===== src/hdl/dertlv_pkg.sv =====
// Shared types, constants and helpers for the DER TLV header parser.
package dertlv_pkg;

  // Width of the tag and length accumulators.
  localparam int FIELD_BITS = 32;
  localparam int OUT_BITS = 32;

  // Identifier and length octet fields.
  localparam logic [7:0] ID_CONSTRUCTED = 8'h20;
  localparam logic [4:0] ID_TAG_ESCAPE = 5'h1F;
  localparam logic [7:0] GROUP_MASK = 8'h7F;
  localparam logic [7:0] LEN_INDEFINITE = 8'h80;
  localparam logic [7:0] OCTET_COUNT_MAX = 8'hFF;

  // Result status codes.
  localparam logic [1:0] ST_OK = 2'd0;
  localparam logic [1:0] ST_END_OF_DATA = 2'd1;
  localparam logic [1:0] ST_OVERFLOW = 2'd2;

  typedef struct packed {
    logic [7:0] data_byte;
    logic       end_of_data;
  } item_t;

  typedef struct packed {
    logic [1:0]          tag_class;
    logic                is_constructed;
    logic [OUT_BITS-1:0] tag_number;
    logic [OUT_BITS-1:0] content_length;
    logic                indefinite_length;
    logic [7:0]          header_octets;
    logic [1:0]          status;
  } result_t;

  // Zero-extends or truncates an accumulator to the result field width.
  function automatic logic [OUT_BITS-1:0] fit_out(input logic [FIELD_BITS-1:0] acc);
    logic [FIELD_BITS+OUT_BITS-1:0] wide;
    wide = {{OUT_BITS{1'b0}}, acc};
    return wide[OUT_BITS-1:0];
  endfunction

endpackage


===== src/hdl/der_tlv_header_parser.sv =====
// Top level of the ASN.1 DER identifier and length header parser.
//
//   Channel | Direction | Handshake          | Payload
//   --------+-----------+--------------------+----------------------------------------
//   input   | in        | in_valid/in_stall  | data_byte, end_of_data
//   output  | out       | out_valid/out_stall| tag_class, is_constructed, tag_number,
//           |           |                    | content_length, indefinite_length,
//           |           |                    | header_octets, status
//
// One input transfer is taken per cycle while in_stall is low. A byte is held in the
// input register, where the decoder updates the parse state and, if the header
// completes, loads the result register, from which the result transfer is made.
// The decoder update is the only recurrence, which sets the rate.
// A stalled output only holds up a byte that would produce a new result; bytes that
// just extend a header keep flowing. Reset (synchronous, active high) empties both
// registers and returns the parser to the identifier phase.
module der_tlv_header_parser (
  input  logic                            clk,
  input  logic                            rst,
  input  logic                            in_valid,
  output logic                            in_stall,
  input  logic [7:0]                      data_byte,
  input  logic                            end_of_data,
  output logic                            out_valid,
  input  logic                            out_stall,
  output logic [1:0]                      tag_class,
  output logic                            is_constructed,
  output logic [dertlv_pkg::OUT_BITS-1:0] tag_number,
  output logic [dertlv_pkg::OUT_BITS-1:0] content_length,
  output logic                            indefinite_length,
  output logic [7:0]                      header_octets,
  output logic [1:0]                      status
);
  import dertlv_pkg::*;

  item_t   in_item;
  item_t   held_item;
  logic    held_valid;
  logic    advance;
  logic    emit;
  logic    room;
  result_t step_result;
  result_t out_result;

  assign in_item.data_byte   = data_byte;
  assign in_item.end_of_data = end_of_data;

  // A held byte moves on unless it completes a header while the result register is full.
  assign advance = held_valid && (!emit || room);

  dertlv_in_reg u_in_reg (
    .clk        (clk),
    .rst        (rst),
    .in_valid   (in_valid),
    .in_stall   (in_stall),
    .in_item    (in_item),
    .held_valid (held_valid),
    .held_item  (held_item),
    .advance    (advance)
  );

  dertlv_decoder u_decoder (
    .clk     (clk),
    .rst     (rst),
    .advance (advance),
    .item    (held_item),
    .emit    (emit),
    .result  (step_result)
  );

  dertlv_out_reg u_out_reg (
    .clk         (clk),
    .rst         (rst),
    .load        (advance && emit),
    .load_result (step_result),
    .room        (room),
    .out_valid   (out_valid),
    .out_stall   (out_stall),
    .out_result  (out_result)
  );

  assign tag_class         = out_result.tag_class;
  assign is_constructed    = out_result.is_constructed;
  assign tag_number        = out_result.tag_number;
  assign content_length    = out_result.content_length;
  assign indefinite_length = out_result.indefinite_length;
  assign header_octets     = out_result.header_octets;
  assign status            = out_result.status;

endmodule


===== src/hdl/dertlv_in_reg.sv =====
// Input register stage: captures one header byte transfer per cycle while not stalled.
module dertlv_in_reg (
  input  logic                clk,
  input  logic                rst,
  input  logic                in_valid,
  output logic                in_stall,
  input  dertlv_pkg::item_t   in_item,
  output logic                held_valid,
  output dertlv_pkg::item_t   held_item,
  input  logic                advance
);
  import dertlv_pkg::*;

  logic accept;

  assign in_stall = held_valid && !advance;
  assign accept   = in_valid && !in_stall;

  always_ff @(posedge clk) begin
    if (rst) begin
      held_valid <= 1'b0;
    end else if (accept) begin
      held_valid <= 1'b1;
    end else if (advance) begin
      held_valid <= 1'b0;
    end
  end

  always_ff @(posedge clk) begin
    if (accept) begin
      held_item <= in_item;
    end
  end

endmodule


===== src/hdl/dertlv_decoder.sv =====
// Header decoder: parse state and the per-byte update of that state.
module dertlv_decoder (
  input  logic                clk,
  input  logic                rst,
  input  logic                advance,
  input  dertlv_pkg::item_t   item,
  output logic                emit,
  output dertlv_pkg::result_t result
);
  import dertlv_pkg::*;

  typedef enum logic [1:0] {
    PH_IDENT,
    PH_HIGHTAG,
    PH_LENGTH,
    PH_LONGLEN
  } phase_t;

  phase_t                phase, phase_next;
  logic [1:0]            class_hold, class_hold_next;
  logic                  constructed_hold, constructed_hold_next;
  logic [FIELD_BITS-1:0] tag_accum, tag_accum_next;
  logic [FIELD_BITS-1:0] length_accum, length_accum_next;
  logic [6:0]            length_octets_left, length_octets_left_next;
  logic [7:0]            octet_count, octet_count_next;
  logic                  overflow_flag, overflow_flag_next;

  logic [7:0]            b;
  logic [7:0]            count_inc;
  logic [6:0]            left_dec;

  assign b = item.data_byte;

  always_comb begin
    phase_next              = phase;
    class_hold_next         = class_hold;
    constructed_hold_next   = constructed_hold;
    tag_accum_next          = tag_accum;
    length_accum_next       = length_accum;
    length_octets_left_next = length_octets_left;
    octet_count_next        = octet_count;
    overflow_flag_next      = overflow_flag;
    emit                    = 1'b0;
    count_inc = (octet_count != OCTET_COUNT_MAX) ? octet_count + 8'd1 : octet_count;
    left_dec  = (length_octets_left != 7'd0) ? length_octets_left - 7'd1 : 7'd0;

    result.tag_class         = class_hold;
    result.is_constructed    = constructed_hold;
    result.tag_number        = fit_out(tag_accum);
    result.content_length    = fit_out(length_accum);
    result.indefinite_length = 1'b0;
    result.header_octets     = octet_count;
    result.status            = ST_END_OF_DATA;

    if (item.end_of_data) begin
      emit = (phase != PH_IDENT);
    end else begin
      octet_count_next     = count_inc;
      result.header_octets = count_inc;
      case (phase)
        PH_IDENT: begin
          class_hold_next       = b[7:6];
          constructed_hold_next = |(b & ID_CONSTRUCTED);
          overflow_flag_next    = 1'b0;
          length_accum_next     = '0;
          if (b[4:0] == ID_TAG_ESCAPE) begin
            tag_accum_next = '0;
            phase_next     = PH_HIGHTAG;
          end else begin
            tag_accum_next = FIELD_BITS'(b[4:0]);
            phase_next     = PH_LENGTH;
          end
        end
        PH_HIGHTAG: begin
          if (tag_accum[FIELD_BITS-1:FIELD_BITS-7] != '0) begin
            overflow_flag_next = 1'b1;
          end
          tag_accum_next = {tag_accum[FIELD_BITS-8:0], b[6:0] & GROUP_MASK[6:0]};
          if (!b[7]) begin
            phase_next = PH_LENGTH;
          end
        end
        PH_LENGTH: begin
          result.status = overflow_flag ? ST_OVERFLOW : ST_OK;
          if (b == LEN_INDEFINITE) begin
            emit                     = 1'b1;
            result.content_length    = '0;
            result.indefinite_length = 1'b1;
          end else if (!b[7]) begin
            emit                  = 1'b1;
            result.content_length = fit_out(FIELD_BITS'(b));
          end else begin
            length_accum_next       = '0;
            length_octets_left_next = b[6:0];
            phase_next              = PH_LONGLEN;
          end
        end
        PH_LONGLEN: begin
          if (length_accum[FIELD_BITS-1:FIELD_BITS-8] != '0) begin
            overflow_flag_next = 1'b1;
          end
          length_accum_next       = {length_accum[FIELD_BITS-9:0], b};
          length_octets_left_next = left_dec;
          result.content_length   = fit_out(length_accum_next);
          result.status           = overflow_flag_next ? ST_OVERFLOW : ST_OK;
          emit                    = (left_dec == 7'd0);
        end
        default: begin
          phase_next = PH_IDENT;
        end
      endcase
    end

    // Every emitted result returns the parser to its idle state.
    if (emit) begin
      phase_next              = PH_IDENT;
      class_hold_next         = '0;
      constructed_hold_next   = 1'b0;
      tag_accum_next          = '0;
      length_accum_next       = '0;
      length_octets_left_next = '0;
      octet_count_next        = '0;
      overflow_flag_next      = 1'b0;
    end
  end

  always_ff @(posedge clk) begin
    if (rst) begin
      phase              <= PH_IDENT;
      class_hold         <= '0;
      constructed_hold   <= 1'b0;
      tag_accum          <= '0;
      length_accum       <= '0;
      length_octets_left <= '0;
      octet_count        <= '0;
      overflow_flag      <= 1'b0;
    end else if (advance) begin
      phase              <= phase_next;
      class_hold         <= class_hold_next;
      constructed_hold   <= constructed_hold_next;
      tag_accum          <= tag_accum_next;
      length_accum       <= length_accum_next;
      length_octets_left <= length_octets_left_next;
      octet_count        <= octet_count_next;
      overflow_flag      <= overflow_flag_next;
    end
  end

endmodule


===== src/hdl/dertlv_out_reg.sv =====
// Result register: holds one decoded header until the consumer takes it.
module dertlv_out_reg (
  input  logic                clk,
  input  logic                rst,
  input  logic                load,
  input  dertlv_pkg::result_t load_result,
  output logic                room,
  output logic                out_valid,
  input  logic                out_stall,
  output dertlv_pkg::result_t out_result
);
  import dertlv_pkg::*;

  // The register can take a new result when empty or when its content leaves now.
  assign room = !out_valid || !out_stall;

  always_ff @(posedge clk) begin
    if (rst) begin
      out_valid <= 1'b0;
    end else if (load) begin
      out_valid <= 1'b1;
    end else if (!out_stall) begin
      out_valid <= 1'b0;
    end
  end

  always_ff @(posedge clk) begin
    if (load) begin
      out_result <= load_result;
    end
  end

endmodule


===== config.mk =====
export PLATFORM = sky130hd
export DESIGN_NAME = der_tlv_header_parser
export DESIGN_NICKNAME = d
export VERILOG_FILES = /design/src/hdl/dertlv_pkg.sv /design/src/hdl/der_tlv_header_parser.sv /design/src/hdl/dertlv_in_reg.sv /design/src/hdl/dertlv_decoder.sv /design/src/hdl/dertlv_out_reg.sv
export SDC_FILE = /design/constraint.sdc
export NUM_CORES = 1
export LEC_CHECK = 0
export ABC_AREA = 0
export ABC_CLOCK_PERIOD_IN_PS = 4520
export BUFFER_PORTS_ARGS = -buffer_cell sky130_fd_sc_hd__buf_2
export CAP_MARGIN = 20
export CORE_AREA = 2 2 118 120
export CTS_CLUSTER_SIZE = 8
export DETAILED_ROUTE_END_ITERATION = 10
export DIE_AREA = 0 0 120 122
export PLACE_DENSITY = 0.82
export SYNTH_ARGS = -nofsm -noshare
export SYNTH_HDL_FRONTEND = slang
export SYNTH_HIERARCHICAL = 1
export SYNTH_SLANG_ARGS = --single-unit

===== constraint.sdc =====
create_clock -name clk -period 4.52 [get_ports clk]
set_clock_uncertainty 0.15 [all_clocks]
set_input_delay 0 -clock clk [delete_from_list [all_inputs] [get_ports clk]]
set_output_delay 0 -clock clk [all_outputs]
set_load 0.01 [all_outputs]

==> results.txt, run 1 <==
status -> finished, final reports clean
Power Density -> 400 nW/um2
area leader, netlist -> edfxtp_1
Worst R2R Start -> u_in_reg/held_item[6]
Crit. End Element -> register
CP max FO -> 49
DR pass1 iterations -> 6
share of cells above drive strength 1 -> 25.2%
clock sinks -> 174
TritonCTS buffer count -> 17
Slew Limit Fails -> 0
Residual DRC -> 0
Startpoint Class -> register
DPL Wire Length -> 11.1 mm
critical path's largest stage delay -> 0.78 ns
Final period util -> 90.4%
Worst path slowest cell -> nor4_1
placer congestion estimate -> 0.926
Yosys top cell area share -> 36.2%
number of synthesized flops with an enable pin -> 87
Max clock buf depth -> 2
NumNets Final -> 712
hold buffers post-CTS -> 13
root buffer cell -> clkbuf_16
ys async rst share -> 0%
Final Non-Filler Cells -> 885
mapped cell area -> 7220 um2
#FFs+latches synth -> 174
R2R depth -> 9
DIE HEIGHT -> 122 um
CP arrival -> 4.32 ns
Ys Warns -> 6
largest net degree at the start of global routing -> 50
clk_lat worst skew -> 0.44 ns
Hold/Removal Path Class -> in2reg
Area Overhead vs Synth -> 18.9%
Die Wd -> 120 um
Initial Utilization -> 53.5%
CTS tree -> done
CP dominant cell by count -> nand2_1
post-cts sizing count -> 0
Worst IR Drop VDD -> 0.210 mV
Critical Path RT -> 4.75 ns
CP cell instances -> nor4_1 > a311o_1 > nand2_1 > nand2_1 > and3_4 > buf_4 > a21oi_1 > nor2_1 > dlygate4sd3_1
Mapped Avg Cell Area -> 12.1 um2
final WL -> 16.8 mm
routed len/inst -> 19.0 um
Core Rows -> 43
Max-Cap Viols -> 0
fillers -> 957
hold path cells -> 2
# setup viols final -> 0
initial antenna violation count -> 0
H-tree depth -> 4
crit path time final -> 4.09 ns
Ant. Diodes -> 0
drt via density -> 6.11
HP Start -> end_of_data
top_reg_cell synth -> edfxtp_1
IO Port Bufs -> 92
synth cell count leaders -> dfxtp_1, edfxtp_1, inv_1
final setup TNS -> 0 ns
core area -> 13,500 um2
reg-to-reg setup timing slack -> 0.43 ns
Worst Path Class, Setup -> reg2reg
die area -> 14,600 um2
Relative slew margins -> 34.8%
Leak -> 3.05 nW
Starting DRT DRC Count -> 760
worst slew pin tran -> 0.976 ns
main area contributors after synthesis -> edfxtp_1, dfxtp_1, o32ai_2
clk slew on worst S/H paths -> 0.07 ns
Syn Nets -> 616
Ports -> 93
post-synthesis cell type count -> 63
sequential-to-total area share from yosys stat -> 60.3%
Max Clock Freq -> 245 MHz
RSZ-0062 raised after global routing -> no
hold endpoint -> u_in_reg/held_item[0]
dpl cells -> 840
post-CTS setup buffer count -> 0
global-route wire length before repair -> 25.8 mm
grt total ovfl -> 0
vias -> 5,404
Global Route Usage Sum -> 22.9%
Final Hold Viols -> 0
vias in the first global route -> 4,939
reg-to-reg endpoint -> u_out_reg/out_valid
Syn Inst Count -> 596
Final ANT Viol Nets -> 0
-- power breakdown --
group          internal (W)  total (W)  switching [W]
Combinational     0.0000605   0.000175       0.000115
Sequential          0.00168    0.00170      0.0000216
Clock              0.000935    0.00156       0.000623
-- state kept, by name, indices dropped and copies added (netlist names) --
signal / count
u_decoder/class_hold: 2
u_decoder/constructed_hold: 1
u_decoder/length_accum: 32
u_decoder/length_octets_left: 7
u_decoder/octet_count: 8
u_decoder/overflow_flag: 1
u_decoder/phase: 2
u_decoder/tag_accum: 32
u_in_reg/held_item: 9
u_in_reg/held_valid: 1
u_out_reg/out_result: 78
u_out_reg/out_valid: 1
-- kinds of logic after synthesis --
group                      after synthesis  share of synthesized area (%)
adders and majority gates                7                           1.21
buffers and inverters                  103                           5.98
muxes                                    5                          0.745
AOI/OAI and AO/OA                      167                           21.6
DFF                                    174                           60.3
xor gates and xnor gates                 7                          0.849
and+or+nand+nor                        133                           9.29
-- worst max-delay path by stage --
stage / from / to / slack (ns) / cells after the start
floorplan: u_decoder/phase[0] / u_decoder/length_octets_left[2] / 1.17 / 13
global placement: u_in_reg/held_item[6] / u_decoder/length_accum[21] / 0.88 / 11
detailed placement: u_in_reg/held_item[6] / u_decoder/length_accum[25] / 0.73 / 11
CTS: u_in_reg/held_item[6] / u_out_reg/out_valid / 0.59 / 9
global route: u_in_reg/held_item[6] / u_out_reg/out_valid / 0.30 / 9
finish: u_in_reg/held_item[6] / u_out_reg/out_valid / 0.43 / 9
-- layout by cell type, fill, tap and decap left out, types with 3 or more instances in the layout --
| master | netlist | layout |
|---|---|---|
| nand4_1 | 7 | 7 |
| o32ai_1 | 16 | 16 |
| inv_1 | 64 | 64 |
| buf_2 | 6 | 92 |
| edfxtp_1 | 87 | 87 |
| nor2_1 | 23 | 23 |
| o31ai_1 | 4 | 4 |
| nor3_1 | 14 | 14 |
| clkinv_4 | 0 | 4 |
| o32ai_2 | 30 | 30 |
| nor4_1 | 9 | 9 |
| nand2_1 | 46 | 46 |
| or3_1 | 5 | 5 |
| nand3_1 | 5 | 5 |
| a32o_1 | 7 | 7 |
| dlygate4sd3_1 | 0 | 13 |
| inv_6 | 0 | 4 |
| nand2b_1 | 4 | 4 |
| o221ai_1 | 3 | 3 |
| o22ai_1 | 17 | 17 |
| clkbuf_16 | 0 | 17 |
| xor2_1 | 3 | 3 |
| dfxtp_1 | 87 | 87 |
| o21ai_0 | 8 | 8 |
| nor2b_1 | 4 | 3 |
| a22o_1 | 45 | 45 |
| mux2_2 | 3 | 3 |
| bufinv_16 | 0 | 4 |
| ha_1 | 7 | 7 |
| xnor2_1 | 4 | 4 |
| buf_4 | 2 | 10 |
| a21oi_1 | 15 | 15 |
-- routing by layer --
layer | track usage, % | up-vias | part of all wire, %
met1 | 31.1 | 2576 | 43
met3 | 5.20 | 55 | 7.8
li1 | - | 2459 | -
met5 | 0 | - | 0
met2 | 35.4 | 314 | 46
met4 | 10.1 | 0 | 3.2
-- stage by stage --
stage	hold slack (ns)	instance area, um2	utilization, %	power (W)	setup WS [ns]
floorplan	-0.0776	7220	-	0.00184	1.17
global placement	0.0292	7820	57.9	0.00189	0.883
detailed placement	0.0285	7820	57.9	0.00190	0.732
CTS	0.109	8590	63.6	0.00344	0.588
global route	0.121	8590	63.6	0.00352	0.301
finish	0.125	8590	63.6	0.00343	0.433
-- critical path: cells and delay by family, from the launching register on --
kind | cells | cell delay, ns
buffers and inverters | 2 | 0.92
AND/OR/NAND/NOR | 5 | 1.74
flip-flops | 1 | 0.55
AO/OA/AOI/OAI | 2 | 0.64
-- cell type report --
cell class	count	area, um2	share of cell area [%]
sequential	174	4350	50.7
tap	180	225	2.62
clock buffer	18	429	5.00
timing repair buffer	116	686	7.98
inverter	64	240	2.80
multi-input combinational	319	2450	28.5
clock inverter	14	205	2.39
Power figures use the tool's default switching activity.
==> run 2, diff against run 1 <==
--- a/config.mk
+++ b/config.mk
@@ -6,7 +6,7 @@
 export NUM_CORES = 1
 export LEC_CHECK = 0
 export ABC_AREA = 0
-export ABC_CLOCK_PERIOD_IN_PS = 4520
+export ABC_CLOCK_PERIOD_IN_PS = 4700
 export BUFFER_PORTS_ARGS = -buffer_cell sky130_fd_sc_hd__buf_2
 export CAP_MARGIN = 20
 export CORE_AREA = 2 2 118 120
@@ -16,5 +16,4 @@
 export PLACE_DENSITY = 0.82
 export SYNTH_ARGS = -nofsm -noshare
 export SYNTH_HDL_FRONTEND = slang
-export SYNTH_HIERARCHICAL = 1
 export SYNTH_SLANG_ARGS = --single-unit
==> constraint.sdc (replaced) <==
create_clock -name clk -period 4.7 [get_ports clk]
set_clock_uncertainty 0.15 [all_clocks]
set_input_delay 0 -clock clk [delete_from_list [all_inputs] [get_ports clk]]
set_output_delay 0 -clock clk [all_outputs]
set_load 0.01 [all_outputs]
==> results.txt, run 2 <==
status -> finished, final reports clean
Max clock buf depth -> 2 (unchanged)
Area Overhead vs Synth -> 18.2%
Post-DP Area -> 7770 um2 (-0.67%)
Final Non-Filler Cells -> 938 (+6.0%)
clock sinks -> 174 (unchanged)
Yosys top cell area share -> 36.1% (-0.056 points)
Mapped Avg Cell Area -> 10.8 um2 (-11%)
Ports -> 93 (unchanged)
Worst path slowest cell -> inv_2
Startpoint Class -> register
Worst IR Drop VDD -> 0.286 mV (+36%)
grt total ovfl -> 0 (unchanged)
Setup crit end -> u_out_reg.out_result[12]
root buffer cell -> clkbuf_16
drt via density -> 6.29 (+3.0%)
Worst Path Class, Setup -> reg2reg
most frequent cells in the layout -> buf_2, dfxtp_1, edfxtp_1
Post-Place Worst Slack -> 1.00 ns (+0.269 ns)
clk slew on worst S/H paths -> 0.07 ns (about the same)
dpl cells -> 893 (+6.3%)
Worst R2R Start -> u_decoder.length_octets_left[0]
initial antenna violation count -> 0 (unchanged)
Leak -> 3.08 nW (+1.2%)
Slew Limit Fails -> 0 (unchanged)
Syn Inst Count -> 669 (+12%)
number of synthesized flops with an enable pin -> 87 (unchanged)
routed len/inst -> 18.2 um (-4.2%)
main area contributors after synthesis -> edfxtp_1, dfxtp_1, nand4_1
CP cell instances -> inv_1 > ha_1 > or3b_1 > a2111oi_2 > o211a_1 > o211ai_1 > inv_2 > buf_4
Final period util -> 81.0% (-9.4 points)
Hold/Removal Path Class -> in2reg
Starting DRT DRC Count -> 995 (+31%)
top_reg_cell synth -> edfxtp_1
sequential-to-total area share from yosys stat -> 60.2% (-0.094 points)
area leader, netlist -> edfxtp_1
synth cell count leaders -> dfxtp_1, edfxtp_1, o21ai_0
largest registers -> u_out_reg.out_result (78), u_decoder.length_accum (32), u_decoder.tag_accum (32)
reg-to-reg endpoint -> u_out_reg.out_result[12]
critical path's largest stage delay -> 0.69 ns (-0.09 ns)
Util after Layout -> 63.3% (-0.28 points)
post-cts sizing count -> 0 (unchanged)
Largest register FFs -> 78 (unchanged)
Ys Warns -> 0 (-6)
placer congestion estimate -> 0.895 (-3.4%)
clk_lat worst skew -> 0.42 ns (-0.02 ns)
RSZ-0062 raised after global routing -> no
post-CTS setup buffer count -> 0 (unchanged)
DIE HEIGHT -> 122 um (unchanged)
TritonCTS buffer count -> 17 (unchanged)
crit path from -> u_decoder.length_octets_left[0]
Core Rows -> 43 (unchanged)
final WL -> 17.0 mm (+1.5%)
leading cell type in the layout, fill and taps excluded -> buf_2
Max-Cap Viols -> 0 (unchanged)
die area -> 14,600 um2 (unchanged)
reg-to-reg setup timing slack -> 0.89 ns (+0.46 ns)
vias in the first global route -> 5,415 (+9.6%)
Initial Utilization -> 53.6% (+0.083 points)
hold buffers post-CTS -> 12 (-1)
R2R depth -> 8 (-1)
DR pass1 iterations -> 5 (-1)
Design Area, Final -> 8550 um2 (-0.44%)
mapped cell area -> 7230 um2 (+0.16%)
Die Wd -> 120 um (unchanged)
Final Hold Viols -> 0 (unchanged)
ys async rst share -> 0% (unchanged)
CTS tree -> done
Setup WS post-layout -> 0.891 ns (+0.458 ns)
worst slew pin tran -> 1.05 ns (+0.0746 ns)
IO Port Bufs -> 92 (unchanged)
Max Clock Freq -> 263 MHz (+7.3%)
Power Density -> 380 nW/um2 (-5.0%)
Final ANT Viol Nets -> 0 (unchanged)
Global Route Usage Sum -> 23.4% (+0.44 points)
H-tree depth -> 4 (unchanged)
crit path time final -> 3.81 ns (-0.278 ns)
DPL Wire Length -> 10.6 mm (-4.7%)
Relative slew margins -> 29.5% (-5.3 points)
Residual DRC -> 0 (unchanged)
CP max FO -> 31 (-37%)
largest net degree at the start of global routing -> 54 (+8.0%)
share of cells above drive strength 1 -> 19.3% (-6.0 points)
Crit. End Element -> register
Syn Nets -> 689 (+12%)
final setup TNS -> 0 ns (unchanged)
global-route wire length before repair -> 26.9 mm (+4.5%)
CP arrival -> 3.78 ns (-0.54 ns)
Ant. Diodes -> 0 (unchanged)
Most flops, register -> u_out_reg.out_result
Critical Path RT -> 4.67 ns (-0.08 ns)
NumNets Final -> 765 (+7.4%)
vias -> 5,902 (+9.2%)
core area -> 13,500 um2 (unchanged)
# setup viols final -> 0 (unchanged)
#FFs+latches synth -> 174 (unchanged)
post-synthesis cell type count -> 57 (-9.5%)
run 2: changes by cell type in the layout (fill, tap and decap cells not counted), sizes merged, moves of 17 or more:
cell   change
inv       -55
nand2     +26
nand4     +54
o21ai     +70
o22ai     -17
o32ai     -46
run 2: how the worst min path moves through the flow:
| stage | slack, ns | to | start | cells after the start |
|---|---|---|---|---|
| floorplan | -0.05 | u_in_reg.held_item[0] | end_of_data | 0 |
| global placement | 0.04 | u_in_reg.held_item[5] | data_byte[4] | 1 |
| detailed placement | 0.03 | u_in_reg.held_item[4] | data_byte[3] | 1 |
| CTS | 0.07 | u_decoder.octet_count[6] | rst | 2 |
| global route | 0.12 | u_decoder.octet_count[6] | rst | 2 |
| finish | 0.09 | u_decoder.octet_count[6] | rst | 2 |
run 2: per-layer routing:
| metal | track usage (%) | share of wire [%] | vias to the layer above |
|---|---|---|---|
| met5 | 0 | 0 | - |
| met3 | 3.98 | 8.1 | 49 |
| met2 | 38.1 | 48 | 336 |
| met4 | 8.24 | 2.9 | 0 |
| li1 | - | - | 2682 |
| met1 | 31.7 | 41 | 2835 |
run 2: logic make-up after synthesis:
kind of cell             synth area share (%)
flip-flops                               60.2
AND/OR/NAND/NOR                          16.7
AO/OA/AOI/OAI                            16.6
XOR/XNOR                                0.848
multiplexers                            0.450
adder cells (fa/ha/maj)                  1.21
buffers and inverters                    3.96
run 2: power breakdown:
part | switching (W) | leakage, nW | internal (W)
clock network | 0.000578 | 0.299 | 0.000907
registers | 0.0000160 | 1.52 | 0.00160
logic | 0.000103 | 1.26 | 0.0000439
run 2: through the flow:
stage               hold WS (ns)  power (W)
global route               0.117    0.00333
finish                    0.0912    0.00325
global placement          0.0360    0.00177
floorplan                -0.0511    0.00174
CTS                       0.0723    0.00325
detailed placement        0.0331    0.00178
run 2: area by class of cell:
| class | instances | area, um2 |
|---|---|---|
| clock inverter | 13 | 189 |
| multi-input combinational | 426 | 2610 |
| timing repair buffer | 114 | 688 |
| fill | 991 | 4950 |
| tap | 180 | 225 |
| sequential | 174 | 4350 |
| clock buffer | 19 | 443 |
| inverter | 12 | 45.0 |
run 2: worst max-delay path: cells and delay by family, from the launching register on:
kind / cells / cell delay [ns]
simple gates: 1 / 0.42
compound gates: 3 / 1.18
buf+inv: 3 / 1.17
flops: 1 / 0.32
fa+ha+maj: 1 / 0.26
